## src/dhcp_option_parser_top_macros.svh

```systemverilog
// ----------------------------------------------------------------------------
// DHCP option parser assertion macros
// Shared concurrent assertion forms for the option parser checks.
// ----------------------------------------------------------------------------
`ifndef DHCP_OPTION_PARSER_TOP_MACROS_SVH
`define DHCP_OPTION_PARSER_TOP_MACROS_SVH

// Same-cycle implication, disabled while reset is asserted.
`define DOP_ASSERT_NOW(label, clk, rst_n, ante, cons, msg) \
  label: assert property (@(posedge clk) disable iff (!rst_n) (ante) |-> (cons)) \
    else $error(msg);

// Next-cycle implication, disabled while reset is asserted.
`define DOP_ASSERT_NEXT(label, clk, rst_n, ante, cons, msg) \
  label: assert property (@(posedge clk) disable iff (!rst_n) (ante) |=> (cons)) \
    else $error(msg);

`endif

```

## src/dhcp_opt_pkg.sv

```systemverilog
// ----------------------------------------------------------------------------
// DHCP option parser package
// Word types, option codes and parser state encodings.
// ----------------------------------------------------------------------------
`timescale 1ns / 1ps

package dhcp_opt_pkg;

  localparam logic [7:0] CODE_PAD        = 8'd0;
  localparam logic [7:0] CODE_END        = 8'd255;
  localparam logic [7:0] CODE_NETMASK    = 8'd1;
  localparam logic [7:0] CODE_ROUTER     = 8'd3;
  localparam logic [7:0] CODE_DNS        = 8'd6;
  localparam logic [7:0] CODE_MSG_TYPE   = 8'd53;
  localparam logic [7:0] CODE_SERVER_ID  = 8'd54;
  localparam logic [7:0] CODE_CLASSLESS  = 8'd121;
  localparam logic [7:0] LEN_MSG_TYPE    = 8'd1;
  localparam logic [7:0] LEN_ADDR        = 8'd4;
  localparam logic [2:0] ADDR_BYTES      = 3'd4;

  typedef enum logic [1:0] {
    PH_CODE,
    PH_LENGTH,
    PH_VALUE,
    PH_STOPPED
  } parse_phase_t;

  typedef enum logic [1:0] {
    RT_PREFIX,
    RT_DEST,
    RT_ROUTER
  } route_phase_t;

  typedef struct packed {
    logic [7:0] option_byte;
    logic       last_byte;
  } in_word_t;

  typedef struct packed {
    logic [7:0]  message_type;
    logic        message_type_valid;
    logic [31:0] subnet_mask;
    logic [31:0] router_address;
    logic [31:0] dns_address;
    logic [31:0] server_address;
  } out_word_t;

endpackage

```

## src/dhcp_option_parser_top.sv

```systemverilog
// ----------------------------------------------------------------------------
// DHCP option parser top level
// The result word is registered in the output register, or in the skid if it stalls.
// Throughput: one option byte per cycle; the input stalls while the skid holds a word.
// Reset clears the parse state, all kept fields and both result valid flags.
// ----------------------------------------------------------------------------
`timescale 1ns / 1ps
`include "dhcp_option_parser_top_macros.svh"

module dhcp_option_parser_top (
  input  logic                    clk,
  input  logic                    rst_n,
  input  logic                    in_valid,
  output logic                    in_stall,
  input  dhcp_opt_pkg::in_word_t  in_word,
  output logic                    out_valid,
  input  logic                    out_stall,
  output dhcp_opt_pkg::out_word_t out_word
);

  logic                    in_acc;
  logic                    res_push;
  logic                    out_take;
  dhcp_opt_pkg::out_word_t result;

  logic                    out_valid_r, out_valid_nxt;
  dhcp_opt_pkg::out_word_t out_data_r, out_data_nxt;
  logic                    skid_valid_r, skid_valid_nxt;
  dhcp_opt_pkg::out_word_t skid_data_r, skid_data_nxt;

  assign in_stall  = skid_valid_r;
  assign in_acc    = in_valid && !skid_valid_r;
  assign res_push  = in_acc && in_word.last_byte;
  assign out_take  = out_valid_r && !out_stall;
  assign out_valid = out_valid_r;
  assign out_word  = out_data_r;

  dhcp_opt_parser u_parser (
    .clk    (clk),
    .rst_n  (rst_n),
    .accept (in_acc),
    .word   (in_word),
    .result (result)
  );

  always_comb begin
    out_valid_nxt  = out_valid_r;
    out_data_nxt   = out_data_r;
    skid_valid_nxt = skid_valid_r;
    skid_data_nxt  = skid_data_r;
    if (!out_valid_r || out_take) begin
      if (skid_valid_r) begin
        out_valid_nxt  = 1'b1;
        out_data_nxt   = skid_data_r;
        skid_valid_nxt = 1'b0;
      end else if (res_push) begin
        out_valid_nxt = 1'b1;
        out_data_nxt  = result;
      end else begin
        out_valid_nxt = 1'b0;
      end
    end else if (res_push) begin
      skid_valid_nxt = 1'b1;
      skid_data_nxt  = result;
    end
  end

  always_ff @(posedge clk) begin
    if (!rst_n) begin
      out_valid_r  <= 1'b0;
      skid_valid_r <= 1'b0;
    end else begin
      out_valid_r  <= out_valid_nxt;
      skid_valid_r <= skid_valid_nxt;
    end
  end

  always_ff @(posedge clk) begin
    out_data_r  <= out_data_nxt;
    skid_data_r <= skid_data_nxt;
  end

  `DOP_ASSERT_NOW(a_skid_behind_out, clk, rst_n, skid_valid_r, out_valid_r, "skid word without output word")
  `DOP_ASSERT_NEXT(a_push_to_skid, clk, rst_n, res_push && out_valid_r && out_stall, skid_valid_r, "result lost while output stalled")
  `DOP_ASSERT_NEXT(a_skid_drains, clk, rst_n, out_take && skid_valid_r, out_valid_r && !skid_valid_r, "skid word not moved to output")

endmodule

```

## src/dhcp_opt_parser.sv

```systemverilog
// ----------------------------------------------------------------------------
// DHCP option byte parser
// Walks code-length-value options one byte per cycle while accept is high, and keeps the
// extracted fields; presents the finished result on the last byte.
// ----------------------------------------------------------------------------
`timescale 1ns / 1ps

module dhcp_opt_parser (
  input  logic                   clk,
  input  logic                   rst_n,
  input  logic                   accept,
  input  dhcp_opt_pkg::in_word_t word,
  output dhcp_opt_pkg::out_word_t result
);

  dhcp_opt_pkg::parse_phase_t phase_r, phase_nxt;
  dhcp_opt_pkg::route_phase_t rt_phase_r, rt_phase_nxt;
  logic [7:0]  code_r, code_nxt;
  logic [7:0]  left_r, left_nxt;
  logic [7:0]  opt_len_r, opt_len_nxt;
  logic [2:0]  cnt_r, cnt_nxt;
  logic [31:0] staged_r, staged_nxt;
  logic [7:0]  kept_type_r, kept_type_nxt;
  logic        kept_seen_r, kept_seen_nxt;
  logic [31:0] kept_mask_r, kept_mask_nxt;
  logic [31:0] kept_gw_r, kept_gw_nxt;
  logic [31:0] kept_dns_r, kept_dns_nxt;
  logic [31:0] kept_srv_r, kept_srv_nxt;
  logic        pfx_zero_r, pfx_zero_nxt;
  logic [5:0]  dest_left_r, dest_left_nxt;
  logic [31:0] router_r, router_nxt;
  logic [31:0] cand_r, cand_nxt;

  logic [7:0]  b;
  logic        commit;
  logic [8:0]  dest_sum;
  logic [31:0] lane;
  logic [31:0] router_ins;
  logic [2:0]  cnt_inc;

  assign b        = word.option_byte;
  assign dest_sum = {1'b0, b} + 9'd7;
  assign lane     = {24'd0, b} << {cnt_r[1:0], 3'b000};
  assign router_ins = router_r | lane;
  assign cnt_inc  = cnt_r + 3'd1;

  always_comb begin
    phase_nxt     = phase_r;
    rt_phase_nxt  = rt_phase_r;
    code_nxt      = code_r;
    left_nxt      = left_r;
    opt_len_nxt   = opt_len_r;
    cnt_nxt       = cnt_r;
    staged_nxt    = staged_r;
    kept_type_nxt = kept_type_r;
    kept_seen_nxt = kept_seen_r;
    kept_mask_nxt = kept_mask_r;
    kept_gw_nxt   = kept_gw_r;
    kept_dns_nxt  = kept_dns_r;
    kept_srv_nxt  = kept_srv_r;
    pfx_zero_nxt  = pfx_zero_r;
    dest_left_nxt = dest_left_r;
    router_nxt    = router_r;
    cand_nxt      = cand_r;
    commit        = 1'b0;

    if (accept) begin
      case (phase_r)
        dhcp_opt_pkg::PH_CODE: begin
          if (b == dhcp_opt_pkg::CODE_END) begin
            phase_nxt = dhcp_opt_pkg::PH_STOPPED;
          end else if (b != dhcp_opt_pkg::CODE_PAD) begin
            code_nxt  = b;
            phase_nxt = dhcp_opt_pkg::PH_LENGTH;
          end
        end
        dhcp_opt_pkg::PH_LENGTH: begin
          // A zero-length option never changes any kept value.
          opt_len_nxt   = b;
          left_nxt      = b;
          cnt_nxt       = 3'd0;
          staged_nxt    = 32'd0;
          rt_phase_nxt  = dhcp_opt_pkg::RT_PREFIX;
          pfx_zero_nxt  = 1'b1;
          dest_left_nxt = 6'd0;
          router_nxt    = 32'd0;
          cand_nxt      = kept_gw_r;
          phase_nxt     = (b == 8'd0) ? dhcp_opt_pkg::PH_CODE : dhcp_opt_pkg::PH_VALUE;
        end
        dhcp_opt_pkg::PH_VALUE: begin
          if (code_r == dhcp_opt_pkg::CODE_CLASSLESS) begin
            case (rt_phase_r)
              dhcp_opt_pkg::RT_PREFIX: begin
                pfx_zero_nxt  = (b == 8'd0);
                dest_left_nxt = dest_sum[8:3];
                router_nxt    = 32'd0;
                cnt_nxt       = 3'd0;
                rt_phase_nxt  = (dest_sum[8:3] == 6'd0) ? dhcp_opt_pkg::RT_ROUTER
                                                        : dhcp_opt_pkg::RT_DEST;
              end
              dhcp_opt_pkg::RT_DEST: begin
                dest_left_nxt = dest_left_r - 6'd1;
                if (dest_left_r == 6'd1) begin
                  rt_phase_nxt = dhcp_opt_pkg::RT_ROUTER;
                end
              end
              dhcp_opt_pkg::RT_ROUTER: begin
                if (cnt_inc >= dhcp_opt_pkg::ADDR_BYTES) begin
                  if (pfx_zero_r && (cand_r == 32'd0)) begin
                    cand_nxt = router_ins;
                  end
                  rt_phase_nxt = dhcp_opt_pkg::RT_PREFIX;
                  router_nxt   = 32'd0;
                  cnt_nxt      = 3'd0;
                end else begin
                  router_nxt = router_ins;
                  cnt_nxt    = cnt_inc;
                end
              end
              default: begin
                rt_phase_nxt = dhcp_opt_pkg::RT_PREFIX;
              end
            endcase
          end else if (cnt_r < dhcp_opt_pkg::ADDR_BYTES) begin
            staged_nxt = staged_r | lane;
            cnt_nxt    = cnt_inc;
          end
          left_nxt = left_r - 8'd1;
          if (left_r == 8'd1) begin
            commit    = 1'b1;
            phase_nxt = dhcp_opt_pkg::PH_CODE;
          end
        end
        default: begin
        end
      endcase
    end

    if (commit) begin
      case (code_r)
        dhcp_opt_pkg::CODE_MSG_TYPE: begin
          if (opt_len_r == dhcp_opt_pkg::LEN_MSG_TYPE) begin
            kept_type_nxt = staged_nxt[7:0];
            kept_seen_nxt = 1'b1;
          end
        end
        dhcp_opt_pkg::CODE_NETMASK: begin
          if (opt_len_r == dhcp_opt_pkg::LEN_ADDR) begin
            kept_mask_nxt = staged_nxt;
          end
        end
        dhcp_opt_pkg::CODE_ROUTER: begin
          if (opt_len_r >= dhcp_opt_pkg::LEN_ADDR) begin
            kept_gw_nxt = staged_nxt;
          end
        end
        dhcp_opt_pkg::CODE_DNS: begin
          if (opt_len_r >= dhcp_opt_pkg::LEN_ADDR) begin
            kept_dns_nxt = staged_nxt;
          end
        end
        dhcp_opt_pkg::CODE_SERVER_ID: begin
          if (opt_len_r == dhcp_opt_pkg::LEN_ADDR) begin
            kept_srv_nxt = staged_nxt;
          end
        end
        dhcp_opt_pkg::CODE_CLASSLESS: begin
          kept_gw_nxt = cand_nxt;
        end
        default: begin
        end
      endcase
    end

    result.message_type       = kept_type_nxt;
    result.message_type_valid = kept_seen_nxt;
    result.subnet_mask        = kept_mask_nxt;
    result.router_address     = kept_gw_nxt;
    result.dns_address        = kept_dns_nxt;
    result.server_address     = kept_srv_nxt;

    // The last byte ends the area, so everything returns to its reset value.
    if (accept && word.last_byte) begin
      phase_nxt     = dhcp_opt_pkg::PH_CODE;
      rt_phase_nxt  = dhcp_opt_pkg::RT_PREFIX;
      code_nxt      = 8'd0;
      left_nxt      = 8'd0;
      opt_len_nxt   = 8'd0;
      cnt_nxt       = 3'd0;
      staged_nxt    = 32'd0;
      kept_type_nxt = 8'd0;
      kept_seen_nxt = 1'b0;
      kept_mask_nxt = 32'd0;
      kept_gw_nxt   = 32'd0;
      kept_dns_nxt  = 32'd0;
      kept_srv_nxt  = 32'd0;
      pfx_zero_nxt  = 1'b1;
      dest_left_nxt = 6'd0;
      router_nxt    = 32'd0;
      cand_nxt      = 32'd0;
    end
  end

  always_ff @(posedge clk) begin
    if (!rst_n) begin
      phase_r     <= dhcp_opt_pkg::PH_CODE;
      rt_phase_r  <= dhcp_opt_pkg::RT_PREFIX;
      code_r      <= 8'd0;
      left_r      <= 8'd0;
      opt_len_r   <= 8'd0;
      cnt_r       <= 3'd0;
      staged_r    <= 32'd0;
      kept_type_r <= 8'd0;
      kept_seen_r <= 1'b0;
      kept_mask_r <= 32'd0;
      kept_gw_r   <= 32'd0;
      kept_dns_r  <= 32'd0;
      kept_srv_r  <= 32'd0;
      pfx_zero_r  <= 1'b1;
      dest_left_r <= 6'd0;
      router_r    <= 32'd0;
      cand_r      <= 32'd0;
    end else begin
      phase_r     <= phase_nxt;
      rt_phase_r  <= rt_phase_nxt;
      code_r      <= code_nxt;
      left_r      <= left_nxt;
      opt_len_r   <= opt_len_nxt;
      cnt_r       <= cnt_nxt;
      staged_r    <= staged_nxt;
      kept_type_r <= kept_type_nxt;
      kept_seen_r <= kept_seen_nxt;
      kept_mask_r <= kept_mask_nxt;
      kept_gw_r   <= kept_gw_nxt;
      kept_dns_r  <= kept_dns_nxt;
      kept_srv_r  <= kept_srv_nxt;
      pfx_zero_r  <= pfx_zero_nxt;
      dest_left_r <= dest_left_nxt;
      router_r    <= router_nxt;
      cand_r      <= cand_nxt;
    end
  end

endmodule
```

## config.mk

```make
export PLATFORM = sky130hd
export DESIGN_NAME = dhcp_option_parser_top
export DESIGN_NICKNAME = d
export VERILOG_FILES = /design/src/dhcp_opt_pkg.sv /design/src/dhcp_option_parser_top.sv /design/src/dhcp_opt_parser.sv
export VERILOG_INCLUDE_DIRS = /design/src /design/src/src
export SDC_FILE = /design/constraint.sdc
export NUM_CORES = 1
export LEC_CHECK = 0
export BUFFER_PORTS_ARGS = -buffer_cell sky130_fd_sc_hd__buf_2
export CAP_MARGIN = 10
export CORE_MARGIN = 4
export CORE_UTILIZATION = 55
export DETAILED_ROUTE_END_ITERATION = 12
export GPL_TIMING_DRIVEN = 0
export PLACE_DENSITY_LB_ADDON = 0.05
export REMOVE_ABC_BUFFERS = 1
export SLEW_MARGIN = 20
export SYNTH_ARGS = -nofsm -noshare
export SYNTH_HDL_FRONTEND = slang
export SYNTH_SLANG_ARGS = --single-unit
```

## constraint.sdc

```tcl
create_clock -name clk -period 15.95 [get_ports clk]
set_input_delay 0.7975 -clock clk [delete_from_list [all_inputs] [get_ports clk]]
set_output_delay 0.7975 -clock clk [all_outputs]
set_load 0.01 [all_outputs]
```

==> impl_summary.txt, run 1 <==
----------------------------------------------------
[Setup path]
  Maximum fanout along the worst path ... 58
  Reg-to-reg slack, setup ... 11.99 ns
  Startpoint of the worst register-to-register path ... in_stall$_SDFFE_PP0P_
  Worst flop-to-flop path endpoint ... out_word[26]$_DFFE_PP_
  Critical path arrival ... 4.30 ns
  Sort of element at the end of the critical path ... flip-flop
  Cell at the slowest stage of the critical path ... sky130_fd_sc_hd__and4_4
  Critical path class ... flip-flop to flip-flop
  Startpoint types ... flip-flop
  Cell class contributing the biggest share of worst-path delay ... simple AND/OR/NAND/NOR gates
  Number of cells on the worst reg-to-reg path ... 8
  Worst Path Required ... 16.29 ns
  Crit-path max cell delay ... 0.79 ns
  Launch point of the critical path ... in_stall$_SDFFE_PP0P_
  Cell-by-cell listing of the critical path ... buf_16 > nor2b_1 > and4_4 > nand4_4 > buf_12 > nand2_1 > o21ai_1 > mux2_2
  Buffer and inverter count on the worst path ... 2

[Timing]
  Number of hold-slack violations in the final timing report ... 0
  Slew headroom ... 26.50%
  Total count of max-transition violations in the final report ... 0
  Final setup violation count ... 0
  Slew at the pin closest to its max-slew limit ... 1.100 ns
  Clock period minus worst slack ... 3.962 ns
  Final cycle utilization of the critical path ... 24.84%
  Worst clock skew on the final layout ... 0.01259 ns
  Setup repair after global routing missed its margin ... no
  Top achievable clock speed ... 252.4 MHz

[Placed design]
  Number of buffer cells added on primary ports ... 151
  Final RePlAce weighted congestion ... 0.9098
  Post-detailed-placement half-perimeter wirelength ... 37520 um

[Global routing]
  Global Route Usage Sum ... 25.77%
  Residual overflow from global routing ... 0
  Number of antenna violations at the first check in global routing ... 1
  First-pass GRT wire length ... 91540 um
  Pin count of the biggest net entering global routing ... 76
  Number of global-route vias before repair ... 16187

[Worst hold path]
  Startpoint of the worst hold path ... u_parser.router_r[13]$_SDFFE_PP0P_
  Cell depth of the worst min-delay path ... 2
  End of the worst hold path ... u_parser.router_r[13]$_SDFFE_PP0P_
  Worst hold-check path type ... flip-flop to flip-flop

[Synthesis]
  Post-synthesis register bit count ... 547
  Area of the mapped netlist ... 22680 um^2
  Sequential fraction of the synthesis area ... 60.38%
  Post-synth EDFFs ... 274
  Most common flop cell mapped by yosys ... sky130_fd_sc_hd__edfxtp_1
  Largest area contributor in the synthesized netlist ... sky130_fd_sc_hd__edfxtp_1
  Cell variety after synth ... 70
  Cells after Synth ... 2114
  Proportion of register bits with asynchronous set or reset after synthesis ... 0%
  Leading post-synthesis cells by cell area ... sky130_fd_sc_hd__edfxtp_1 (36%), sky130_fd_sc_hd__dfxtp_1 (24%), sky130_fd_sc_hd__mux2_2 (5.3%)
  Avg Cell Area, Syn ... 10.73 um^2
  Top cell type's share of synthesized area ... 36.28%
  Yosys warns ... 0

[Finish]
  Sequential cell area ... 13700 um^2
  Core utilization of the finished layout ... 63.89%
  Layout filler cell count ... 3276
  Syn-to-layout area delta ... 15.02%
  Antenna fix cells ... 0
  Net count, final ... 2229
  Fraction of layout instances using a drive strength above 1 ... 19.71%
  Total area of multi-input combinational cells ... 8474 um^2

[Status]
  Result of the run ... completed

[Clocking]
  Register clock-pin slew on the reported worst setup and hold paths ... 0.06 ns
  Number of buffers created by CTS ... 55
  Total clock sinks ... 547
  Clock latency on the worst-skew pair ... 0.60 ns
  Clk buf depth ... 3
  TritonCTS clock tree ... yes
  Clock Tree Root ... sky130_fd_sc_hd__clkbuf_16
  H-tree levels ... 2
  Setup Fix Bufs, Post-CTS ... 0
  Post-cts gate resize count ... 0
  Hold bufs inserted after CTS ... 0

[Floorplan]
  Number of rows created at floorplan ... 74
  Top-level port count ... 152
  Die Y-Extent ... 211.1 um
  Effective utilization at floorplan ... 55.54%
  Full die area ... 44550 um^2
  Core area ... 40830 um^2
  Die span in x ... 211.1 um

[Drt]
  Drt drc ... 0
  DRT antenna net count ... 0
  Detailed router's first-iteration violation count ... 1485
  Post-detailed-route wirelength per cell ... 20.95 um
  Routed wire length ... 58360 um
  Average via count per standard cell ... 6.020
  Via count ... 16766
  Length of the first detailed-routing pass in iterations ... 5

[Pwr]
  Tot Pwr ... 0.002872 W
  Total power divided by cell area ... 110.1 nW/um^2
  Static leakage power ... 9.325 nW
  Worst vdd rail ir drop ... 0.00007838 V

[Job]
  # Max-Cap Violations ... 0

----------------------------------------------------
## sequential cells by signal, indices dropped and copies added, names as in the netlist, 3 cells and up
| signal | count |
|---|---|
| u_parser.cnt_r | 3 |
| u_parser.kept_srv_r | 32 |
| u_parser.opt_len_r | 8 |
| out_word | 137 |
| u_parser.kept_mask_r | 32 |
| u_parser.dest_left_r | 6 |
| skid_data_r | 137 |
| u_parser.kept_dns_r | 32 |
| u_parser.kept_type_r | 8 |
| u_parser.code_r | 8 |
| u_parser.cand_r | 32 |
| u_parser.kept_gw_r | 32 |
| u_parser.staged_r | 32 |
| u_parser.router_r | 32 |
| u_parser.left_r | 8 |
## cell usage in the layout, fill, tap and decap left out, drive strengths merged, types with 77 or more instances in the layout
cell / count
clkbuf: 77
edfxtp: 274
a21oi: 215
o21ai: 154
buf: 184
and2: 123
nor2: 199
mux2: 106
nand2: 222
dfxtp: 273
## worst max-delay path by stage
stage                              to  slack [ns]  cells past startpoint
5_1_grt        out_word[31]$_DFFE_PP_       11.72                      8
3_3_place_gp   out_word[12]$_DFFE_PP_       -1.83                      2
3_5_place_dp   out_word[23]$_DFFE_PP_       11.82                      8
6_report       out_word[26]$_DFFE_PP_       11.99                      8
2_1_floorplan   out_word[0]$_DFFE_PP_        3.97                      2
4_1_cts        out_word[31]$_DFFE_PP_       11.80                      8
## metrics by stage
step	hold WS [ns]	setup TNS (ns)	worst slack (ns)	area [um^2]	std cells
2_1_floorplan	0.4375	0	3.966	22090	1966
3_3_place_gp	0.4475	-248.89	-1.835	23510	2649
3_5_place_dp	0.4556	0	11.82	24360	2682
4_1_cts	0.4706	0	11.80	26080	2785
5_1_grt	0.4970	0	11.72	26090	2785
6_report	0.4675	0	11.99	26090	2785
## cells by family (layout without fill, tap and decap cells)
family | Yosys count | count (layout) | synth area share [%]
AOI/OAI and AO/OA | 546 | 546 | 14.47
xor gates and xnor gates | 7 | 7 | 0.2703
adders and majority gates | 9 | 9 | 0.4965
buffers and inverters | 161 | 300 | 2.808
and+or+nand+nor | 727 | 727 | 15.83
DFF | 547 | 547 | 60.38
muxes | 117 | 117 | 5.749
## routing by layer
layer,track usage [%],vias up,part of all wire (%)
li1,-,7869,-
met1,36.03,8136,44
met4,7.221,0,2.9
met5,0,-,0
met3,4.560,135,6.9
met2,41.84,626,46
## cell usage after synthesis (all sizes together) (28+ instances only)
library cell	n
edfxtp	274
clkbuf	113
a31oi	30
nand2	222
mux2	106
dfxtp	273
a21oi	215
buf	35
nor2	199
nor3	28
o21ai	154
and2	123
nor2b	28
## where the power goes
part	leakage (nW)	internal, W	switching (W)	total [W]
registers	4.77	0.00149	0.00000999	0.00150
clock network	0.842	0.000707	0.000528	0.00123
logic	3.71	0.0000420	0.0000970	0.000139
total	9.33	0.00224	0.000635	0.00287
## cell type report
type                            count  share of cell area [%]
Sequential cell                   547                   52.51
Multi-Input combinational cell   1406                   32.49
Clock buffer                       77                   5.948
Timing Repair Buffer              184                   5.689
Tap cell                          532                   2.552
Clock inverter                     26                  0.6331
Inverter                           13                  0.1871
## worst reg2reg max path, stage by stage, from the launching register on
cell,delay [ns]
sky130_fd_sc_hd__dfxtp_4,0.55
sky130_fd_sc_hd__buf_16,0.30
sky130_fd_sc_hd__nor2b_1,0.43
sky130_fd_sc_hd__and4_4,0.79
sky130_fd_sc_hd__nand4_4,0.70
sky130_fd_sc_hd__buf_12,0.42
sky130_fd_sc_hd__nand2_1,0.14
sky130_fd_sc_hd__o21ai_1,0.09
sky130_fd_sc_hd__mux2_2,0.30
(Power assumes the default switching activity.)
==> inputs of run 2 (changes only) <==
ABC_AREA = 1   (was default)
clock period = 3.28 ns   (was 15.95 ns; I/O delays follow)
==> run 2 against run 1 <==
Core utilization up 2.1 points. Synthesized area up 1.9%. Total power rose to 5.2 times the previous value. Sequential power rose to 4.9 times the previous value. Clock skew up 0.0016 ns. Clock power rose to 5.3 times the previous value. Die area up 1.8%. Critical path depth up 4. Critical endpoint is now u_parser.router_r[29]$_SDFFE_PP0P_.
==> impl_summary.txt, run 2 <==
----------------------------------------------------
[Clocking]
  Number of buffers created by CTS ... 55
  Clock Tree Root ... sky130_fd_sc_hd__clkbuf_16
  Total clock sinks ... 547
  H-tree levels ... 2
  Clock latency on the worst-skew pair ... 0.60 ns
  Register clock-pin slew on the reported worst setup and hold paths ... 0.06 ns
  Clk buf depth ... 3
  TritonCTS clock tree ... yes

[Synthesis]
  Simple-gate portion of the synthesized area ... 19.42%
  Largest area contributor in the synthesized netlist ... sky130_fd_sc_hd__edfxtp_1
  Top cell type's share of synthesized area ... 35.61%
  Proportion of register bits with asynchronous set or reset after synthesis ... 0%
  Proportion of synthesized area in mux cells ... 0%
  Cell variety after synth ... 43
  Post-synthesis compound-gate area fraction ... 12.73%
  Cells after Synth ... 2654
  Post-synthesis adder-cell area fraction ... 0.4873%
  Most common flop cell mapped by yosys ... sky130_fd_sc_hd__edfxtp_1
  Avg Cell Area, Syn ... 8.707 um^2
  Leading post-synthesis cells by cell area ... sky130_fd_sc_hd__edfxtp_1 (36%), sky130_fd_sc_hd__dfxtp_1 (24%), sky130_fd_sc_hd__nand2_1 (11%)
  Post-synth EDFFs ... 274
  Area of the mapped netlist ... 23110 um^2
  Combinational family with the most area after synthesis ... simple AND/OR/NAND/NOR gates
  Post-synthesis register bit count ... 547
  Library cell with the highest instance count after synthesis ... sky130_fd_sc_hd__nand2_1
  Sequential fraction of the synthesis area ... 59.26%
  Post-synthesis xor/xnor area fraction ... 0.2274%
  Yosys warns ... 0
  Top cell types by occurrence after synthesis ... sky130_fd_sc_hd__nand2_1 (697), sky130_fd_sc_hd__edfxtp_1 (274), sky130_fd_sc_hd__dfxtp_1 (273)

[Pwr]
  Total power divided by cell area ... 545.7 nW/um^2
  Static leakage power ... 11.06 nW
  Worst vdd rail ir drop ... 0.0004301 V
  Tot Pwr ... 0.01484 W

[Setup path]
  Worst flop-to-flop path endpoint ... u_parser.router_r[29]$_SDFFE_PP0P_
  Startpoint types ... flip-flop
  Cell at the slowest stage of the critical path ... sky130_fd_sc_hd__dfxtp_4
  Critical path class ... flip-flop to flip-flop
  Cell-by-cell listing of the critical path ... buf_16 > inv_8 > nand2_2 > nor2_4 > buf_12 > inv_12 > nor2_2 > buf_6 > nand2_2 > buf_16 > a21oi_1 > a211oi_1
  Critical path arrival ... 3.60 ns
  Startpoint of the worst register-to-register path ... in_stall$_SDFFE_PP0P_
  Crit-path max cell delay ... 0.44 ns
  Launch point of the critical path ... in_stall$_SDFFE_PP0P_
  Number of cells on the worst reg-to-reg path ... 12
  Maximum fanout along the worst path ... 42
  Worst Path Required ... 3.75 ns
  Sort of element at the end of the critical path ... flip-flop
  Reg-to-reg slack, setup ... 0.15 ns

[Global routing]
  Number of global-route vias before repair ... 17763
  Number of antenna violations at the first check in global routing ... 1
  Most Crowded Layer GR ... met2
  Residual overflow from global routing ... 0
  Global Route Usage Sum ... 26.06%
  Pin count of the biggest net entering global routing ... 77
  GR met3 Demand/Resource ... 4.011%
  Met1 track utilization from global routing ... 35.95%
  M2 GR Usage ... 42.10%
  First-pass GRT wire length ... 94200 um

[Drt]
  DRT antenna net count ... 0
  Routed wire length ... 59410 um
  Post-detailed-route wirelength per cell ... 17.65 um
  Length of the first detailed-routing pass in iterations ... 5
  Average via count per standard cell ... 5.449
  Drt drc ... 0
  Via count ... 18347
  Detailed router's first-iteration violation count ... 1602

[Floorplan]
  Die Y-Extent ... 213.0 um
  Die span in x ... 213.0 um
  Number of rows created at floorplan ... 74
  Full die area ... 45360 um^2
  Top-level port count ... 152
  Effective utilization at floorplan ... 56.09%
  Core area ... 41200 um^2

[Timing]
  Slew at the pin closest to its max-slew limit ... 0.9865 ns
  Setup repair after global routing missed its margin ... no
  Top achievable clock speed ... 319.8 MHz
  Final cycle utilization of the critical path ... 95.33%
  Sum of negative setup slack ... 0 ns
  Number of hold-slack violations in the final timing report ... 0
  Total count of max-transition violations in the final report ... 0
  Final setup violation count ... 0
  Worst clock skew on the final layout ... 0.01416 ns
  Slew headroom ... 33.63%
  Clock period minus worst slack ... 3.127 ns

[Placed design]
  Number of buffer cells added on primary ports ... 151
  Cells after DPL ... 3233
  Final RePlAce weighted congestion ... 0.8588
  Post-detailed-placement half-perimeter wirelength ... 37480 um

[Job]
  # Max-Cap Violations ... 0

[Finish]
  Number of standard cells in the final layout excluding fillers ... 3367
  Syn-to-layout area delta ... 17.67%
  Total area of multi-input combinational cells ... 7785 um^2
  Fraction of layout instances using a drive strength above 1 ... 15.07%
  Most common cell after layout, fill and taps aside ... sky130_fd_sc_hd__nand2_1
  Sequential cell area ... 13700 um^2
  Commonest non-fill, non-tap cells in the layout ... sky130_fd_sc_hd__nand2_1 (695), sky130_fd_sc_hd__edfxtp_1 (274), sky130_fd_sc_hd__dfxtp_1 (270)
  Layout filler cell count ... 3326
  Net count, final ... 2812

[Worst hold path]
  End of the worst hold path ... u_parser.code_r[1]$_SDFFE_PP0P_
  Worst hold-check path type ... primary input to flip-flop
  Startpoint of the worst hold path ... in_word[2]
  Cell depth of the worst min-delay path ... 3

[Status]
  Result of the run ... completed

----------------------------------------------------
[run 2: worst max path at each step]
stage                                              end  slack, ns  cells after the start
floorplan                        out_word[0]$_DFFE_PP_      -8.51                      2
finish              u_parser.router_r[29]$_SDFFE_PP0P_       0.15                     12
global placement      u_parser.phase_r[1]$_SDFFE_PP0P_     -14.20                      8
CTS                             out_word[33]$_DFFE_PP_     0.0006                     14
detailed placement              out_word[65]$_DFFE_PP_      -1.59                     15
global route                    out_word[56]$_DFFE_PP_       0.01                     13
[run 2: power breakdown]
group | internal [W] | switching [W] | total [W]
clock | 0.00382 | 0.00265 | 0.00646
combinational | 0.000324 | 0.000727 | 0.00105
sequential | 0.00726 | 0.0000643 | 0.00732
[run 2: critical path, delay by kind of cell (launching register included)]
| kind | cells | cell delay [ns] |
|---|---|---|
| buffers and inverters | 6 | 1.26 |
| and+or+nand+nor | 4 | 1.00 |
| DFF | 1 | 0.44 |
| AOI/OAI and AO/OA | 2 | 0.18 |
[run 2: layer usage]
layer  up-vias  wire [um]
li1       8973          -
met2       655      27870
met4         0       1807
met1      8602      25560
met5         -          0
met3       117       4177
[run 2: what timing repair did]
action / CTS / global route
pin swaps: 8 / 1
endpoints found under the hold margin: 14 / 0
cloned: 1 / 1
setup endpoints to repair: 509 / 266
hold buffers: 12 / 0
buffers inserted: 14 / 4
gates resized for setup: 27 / 8
[run 2: layout make-up]
type	count	area share (%)
Inverter	305	4.413
Antenna cell	1	0.009203
Multi-Input combinational cell	1655	28.63
Clock inverter	34	1.288
Sequential cell	547	50.38
Timing Repair inverter	1	0.03221
Clock buffer	67	5.568
Timing Repair Buffer	225	7.233
Tap cell	532	2.448
[run 2: stage by stage]
stage | setup slack (ns) | utilization [%] | hold slack [ns] | cell area, um^2
finish | 0.1533 | 66.00 | 0.05752 | 27190
global route | 0.01076 | 65.99 | 0.07738 | 27190
CTS | 0.0006284 | 65.75 | 0.02664 | 27090
detailed placement | -1.589 | 60.30 | 0.4438 | 24850
global placement | -14.20 | 57.90 | 0.4170 | 23860
floorplan | -8.513 | - | 0.2963 | 22440
[run 2: cell families after synthesis]
group	count (synthesis)
AO/OA/AOI/OAI	540
XOR/XNOR	6
adder cells (fa/ha/maj)	9
buffers and inverters	452
flip-flops	547
AND/OR/NAND/NOR	1100
==> inputs of run 3 (changes only) <==
REMOVE_ABC_BUFFERS = default   (was 1)
==> run 3 against run 2 <==
Total power up 2.3%. Die area did not move. Clock-buffer cell count rose by 7. Global-route usage rose by 4.8 points. Routed wire length is 19% higher. Critical path type unchanged. Largest cell class unchanged.
==> impl_summary.txt, run 3 (same netlist as run 2, synthesis figures left out) <==
----------------------------------------------------
[Global routing]
  Global Route Usage Sum ... 30.88%
  First-pass GRT wire length ... 106000 um
  Residual overflow from global routing ... 0
  Number of antenna violations at the first check in global routing ... 1
  Number of global-route vias before repair ... 18041
  Pin count of the biggest net entering global routing ... 28

[Setup path]
  Startpoint types ... flip-flop
  Number of cells on the worst reg-to-reg path ... 12
  Cell-by-cell listing of the critical path ... inv_1 > ha_1 > inv_1 > nor2_4 > inv_2 > nor3_2 > buf_4 > nand2_1 > a21oi_1 > inv_1 > o21a_1 > o21ai_1
  Critical path class ... flip-flop to flip-flop
  Reg-to-reg slack, setup ... 0.06 ns
  Worst flop-to-flop path endpoint ... out_word[10]$_DFFE_PP_
  Worst Path Required ... 3.72 ns
  Startpoint of the worst register-to-register path ... u_parser.phase_r[1]$_SDFFE_PP0P_
  Cell at the slowest stage of the critical path ... sky130_fd_sc_hd__a21oi_1
  Launch point of the critical path ... u_parser.phase_r[1]$_SDFFE_PP0P_
  Sort of element at the end of the critical path ... flip-flop
  Critical path arrival ... 3.66 ns
  Critical Path End ... out_word[10]$_DFFE_PP_
  Library cell appearing most often on the critical path ... sky130_fd_sc_hd__inv_1
  Crit-path max cell delay ... 0.41 ns
  Maximum fanout along the worst path ... 10

[Drt]
  Average via count per standard cell ... 5.559
  Post-detailed-route wirelength per cell ... 20.35 um
  Detailed router's first-iteration violation count ... 2217
  Length of the first detailed-routing pass in iterations ... 8
  Drt drc ... 0
  DRT antenna net count ... 0
  Routed wire length ... 70460 um
  Via count ... 19246

[Clocking]
  Clock Tree Root ... sky130_fd_sc_hd__clkbuf_16
  Register clock-pin slew on the reported worst setup and hold paths ... 0.06 ns
  Number of buffers created by CTS ... 55
  TritonCTS clock tree ... yes
  Clk buf depth ... 3
  Clock latency on the worst-skew pair ... 0.63 ns
  Setup Fix Bufs, Post-CTS ... 0
  H-tree levels ... 2
  Total clock sinks ... 547

[Finish]
  Antenna fix cells ... 0
  Net count, final ... 2906
  Most common cell after layout, fill and taps aside ... sky130_fd_sc_hd__nand2_1
  Layout filler cell count ... 3413
  Fraction of layout instances using a drive strength above 1 ... 14.20%
  Commonest non-fill, non-tap cells in the layout ... sky130_fd_sc_hd__nand2_1 (697), sky130_fd_sc_hd__edfxtp_1 (274), sky130_fd_sc_hd__dfxtp_1 (272)
  Core utilization of the finished layout ... 65.53%
  Syn-to-layout area delta ... 16.83%
  Final cell area excluding filler cells ... 27000 um^2

[Timing]
  Slew headroom ... 28.57%
  Slew at the pin closest to its max-slew limit ... 1.064 ns
  Worst setup slack after layout ... 0.05849 ns
  Final hold slack ... 0.1124 ns
  Final cycle utilization of the critical path ... 98.22%
  Number of hold-slack violations in the final timing report ... 0
  Setup repair after global routing missed its margin ... no
  Clock period minus worst slack ... 3.222 ns
  Top achievable clock speed ... 310.4 MHz
  Final setup violation count ... 0
  Worst clock skew on the final layout ... 0.02602 ns
  Total count of max-transition violations in the final report ... 0

[Pwr]
  Static leakage power ... 11.03 nW
  Tot Pwr ... 0.01518 W
  Total power divided by cell area ... 562.3 nW/um^2
  Worst vdd rail ir drop ... 0.0005161 V

[Floorplan]
  Effective utilization at floorplan ... 56.09%
  Number of rows created at floorplan ... 74
  Top-level port count ... 152
  Full die area ... 45360 um^2
  Die Y-Extent ... 213.0 um
  Core area ... 41200 um^2
  Die span in x ... 213.0 um

[Placed design]
  Number of buffer cells added on primary ports ... 150
  Final RePlAce weighted congestion ... 0.9828
  Worst-case setup slack after placement ... 0.1358 ns
  Post-detailed-placement half-perimeter wirelength ... 50770 um
  Cell area after placement ... 24900 um^2

[Job]
  # Max-Cap Violations ... 0

[Status]
  Result of the run ... completed

[Synthesis]
  Synthesized net count ... 2676

[Worst hold path]
  Worst hold-check path type ... primary input to flip-flop

----------------------------------------------------
run 3: cell count changes in the layout (fill, tap and decap cells not counted), sizes merged, moves of 3 or more:
cell / change
bufinv: +3
clkinv: -7
clkbuf: +95
inv: +3
buf: +8
clkinvlp: -5
run 3: worst max-delay path: cells and delay by family (launching register included):
family	cells	cell delay, ns
AOI/OAI and AO/OA	3	0.94
adders and majority gates	1	0.28
and+or+nand+nor	3	0.54
DFF	1	0.36
buffers and inverters	5	0.92
run 3: area by class of cell:
type                            count  area, um^2  share of cell area [%]
Buffer                            147       698.2                   2.586
Clock buffer                       74        1519                   5.626
Clock inverter                     29       461.7                   1.710
Inverter                          305        1147                   4.250
Multi-Input combinational cell   1655        7636                   28.28
Sequential cell                   547       13690                   50.72
Tap cell                          532       665.6                   2.465
Timing Repair Buffer              173        1176                   4.356
run 3: worst min-delay path by stage:
stage | from | end | slack (ns) | depth (start not counted)
after floorplan | rst_n | out_valid$_SDFFE_PN0P_ | 0.30 | 2
after global placement | rst_n | out_valid$_SDFFE_PN0P_ | 0.42 | 3
after detailed placement | rst_n | out_valid$_SDFFE_PN0P_ | 0.43 | 3
after CTS | in_word[0] | skid_data_r[135]$_DFFE_PP_ | 0.09 | 3
after global routing | in_word[0] | skid_data_r[64]$_DFFE_PP_ | 0.11 | 3
final | in_word[0] | skid_data_r[64]$_DFFE_PP_ | 0.11 | 3
run 3: repair_timing:
item,4_1_cts,5_1_grt
endpoints found under the hold margin,17,0
endpoints found under the setup margin,0,5
hold buffers,11,0
resized for setup,0,3
run 3: routing by layer:
layer,up-vias,global-route usage (%),routed length (um)
li1,9139,-,-
met1,9128,45.18,30220
met2,844,47.48,31210
met3,135,5.363,6488
met4,0,9.596,2551
met5,-,0,0
run 3: power breakdown:
| group | switching, W | internal [W] | total [W] |
|---|---|---|---|
| combinational | 0.000800 | 0.000266 | 0.00107 |
| sequential | 0.0000431 | 0.00726 | 0.00730 |
| clock | 0.00275 | 0.00407 | 0.00681 |
| total | 0.00359 | 0.0116 | 0.0152 |
run 3: stage by stage:
| step | cells | setup TNS, ns |
|---|---|---|
| 2_1_floorplan | 2654 | -28.36 |
| 3_3_place_gp | 3336 | -366.78 |
| 3_5_place_dp | 3348 | 0 |
| 4_1_cts | 3462 | 0 |
| 5_1_grt | 3462 | 0 |
| 6_report | 3462 | 0 |
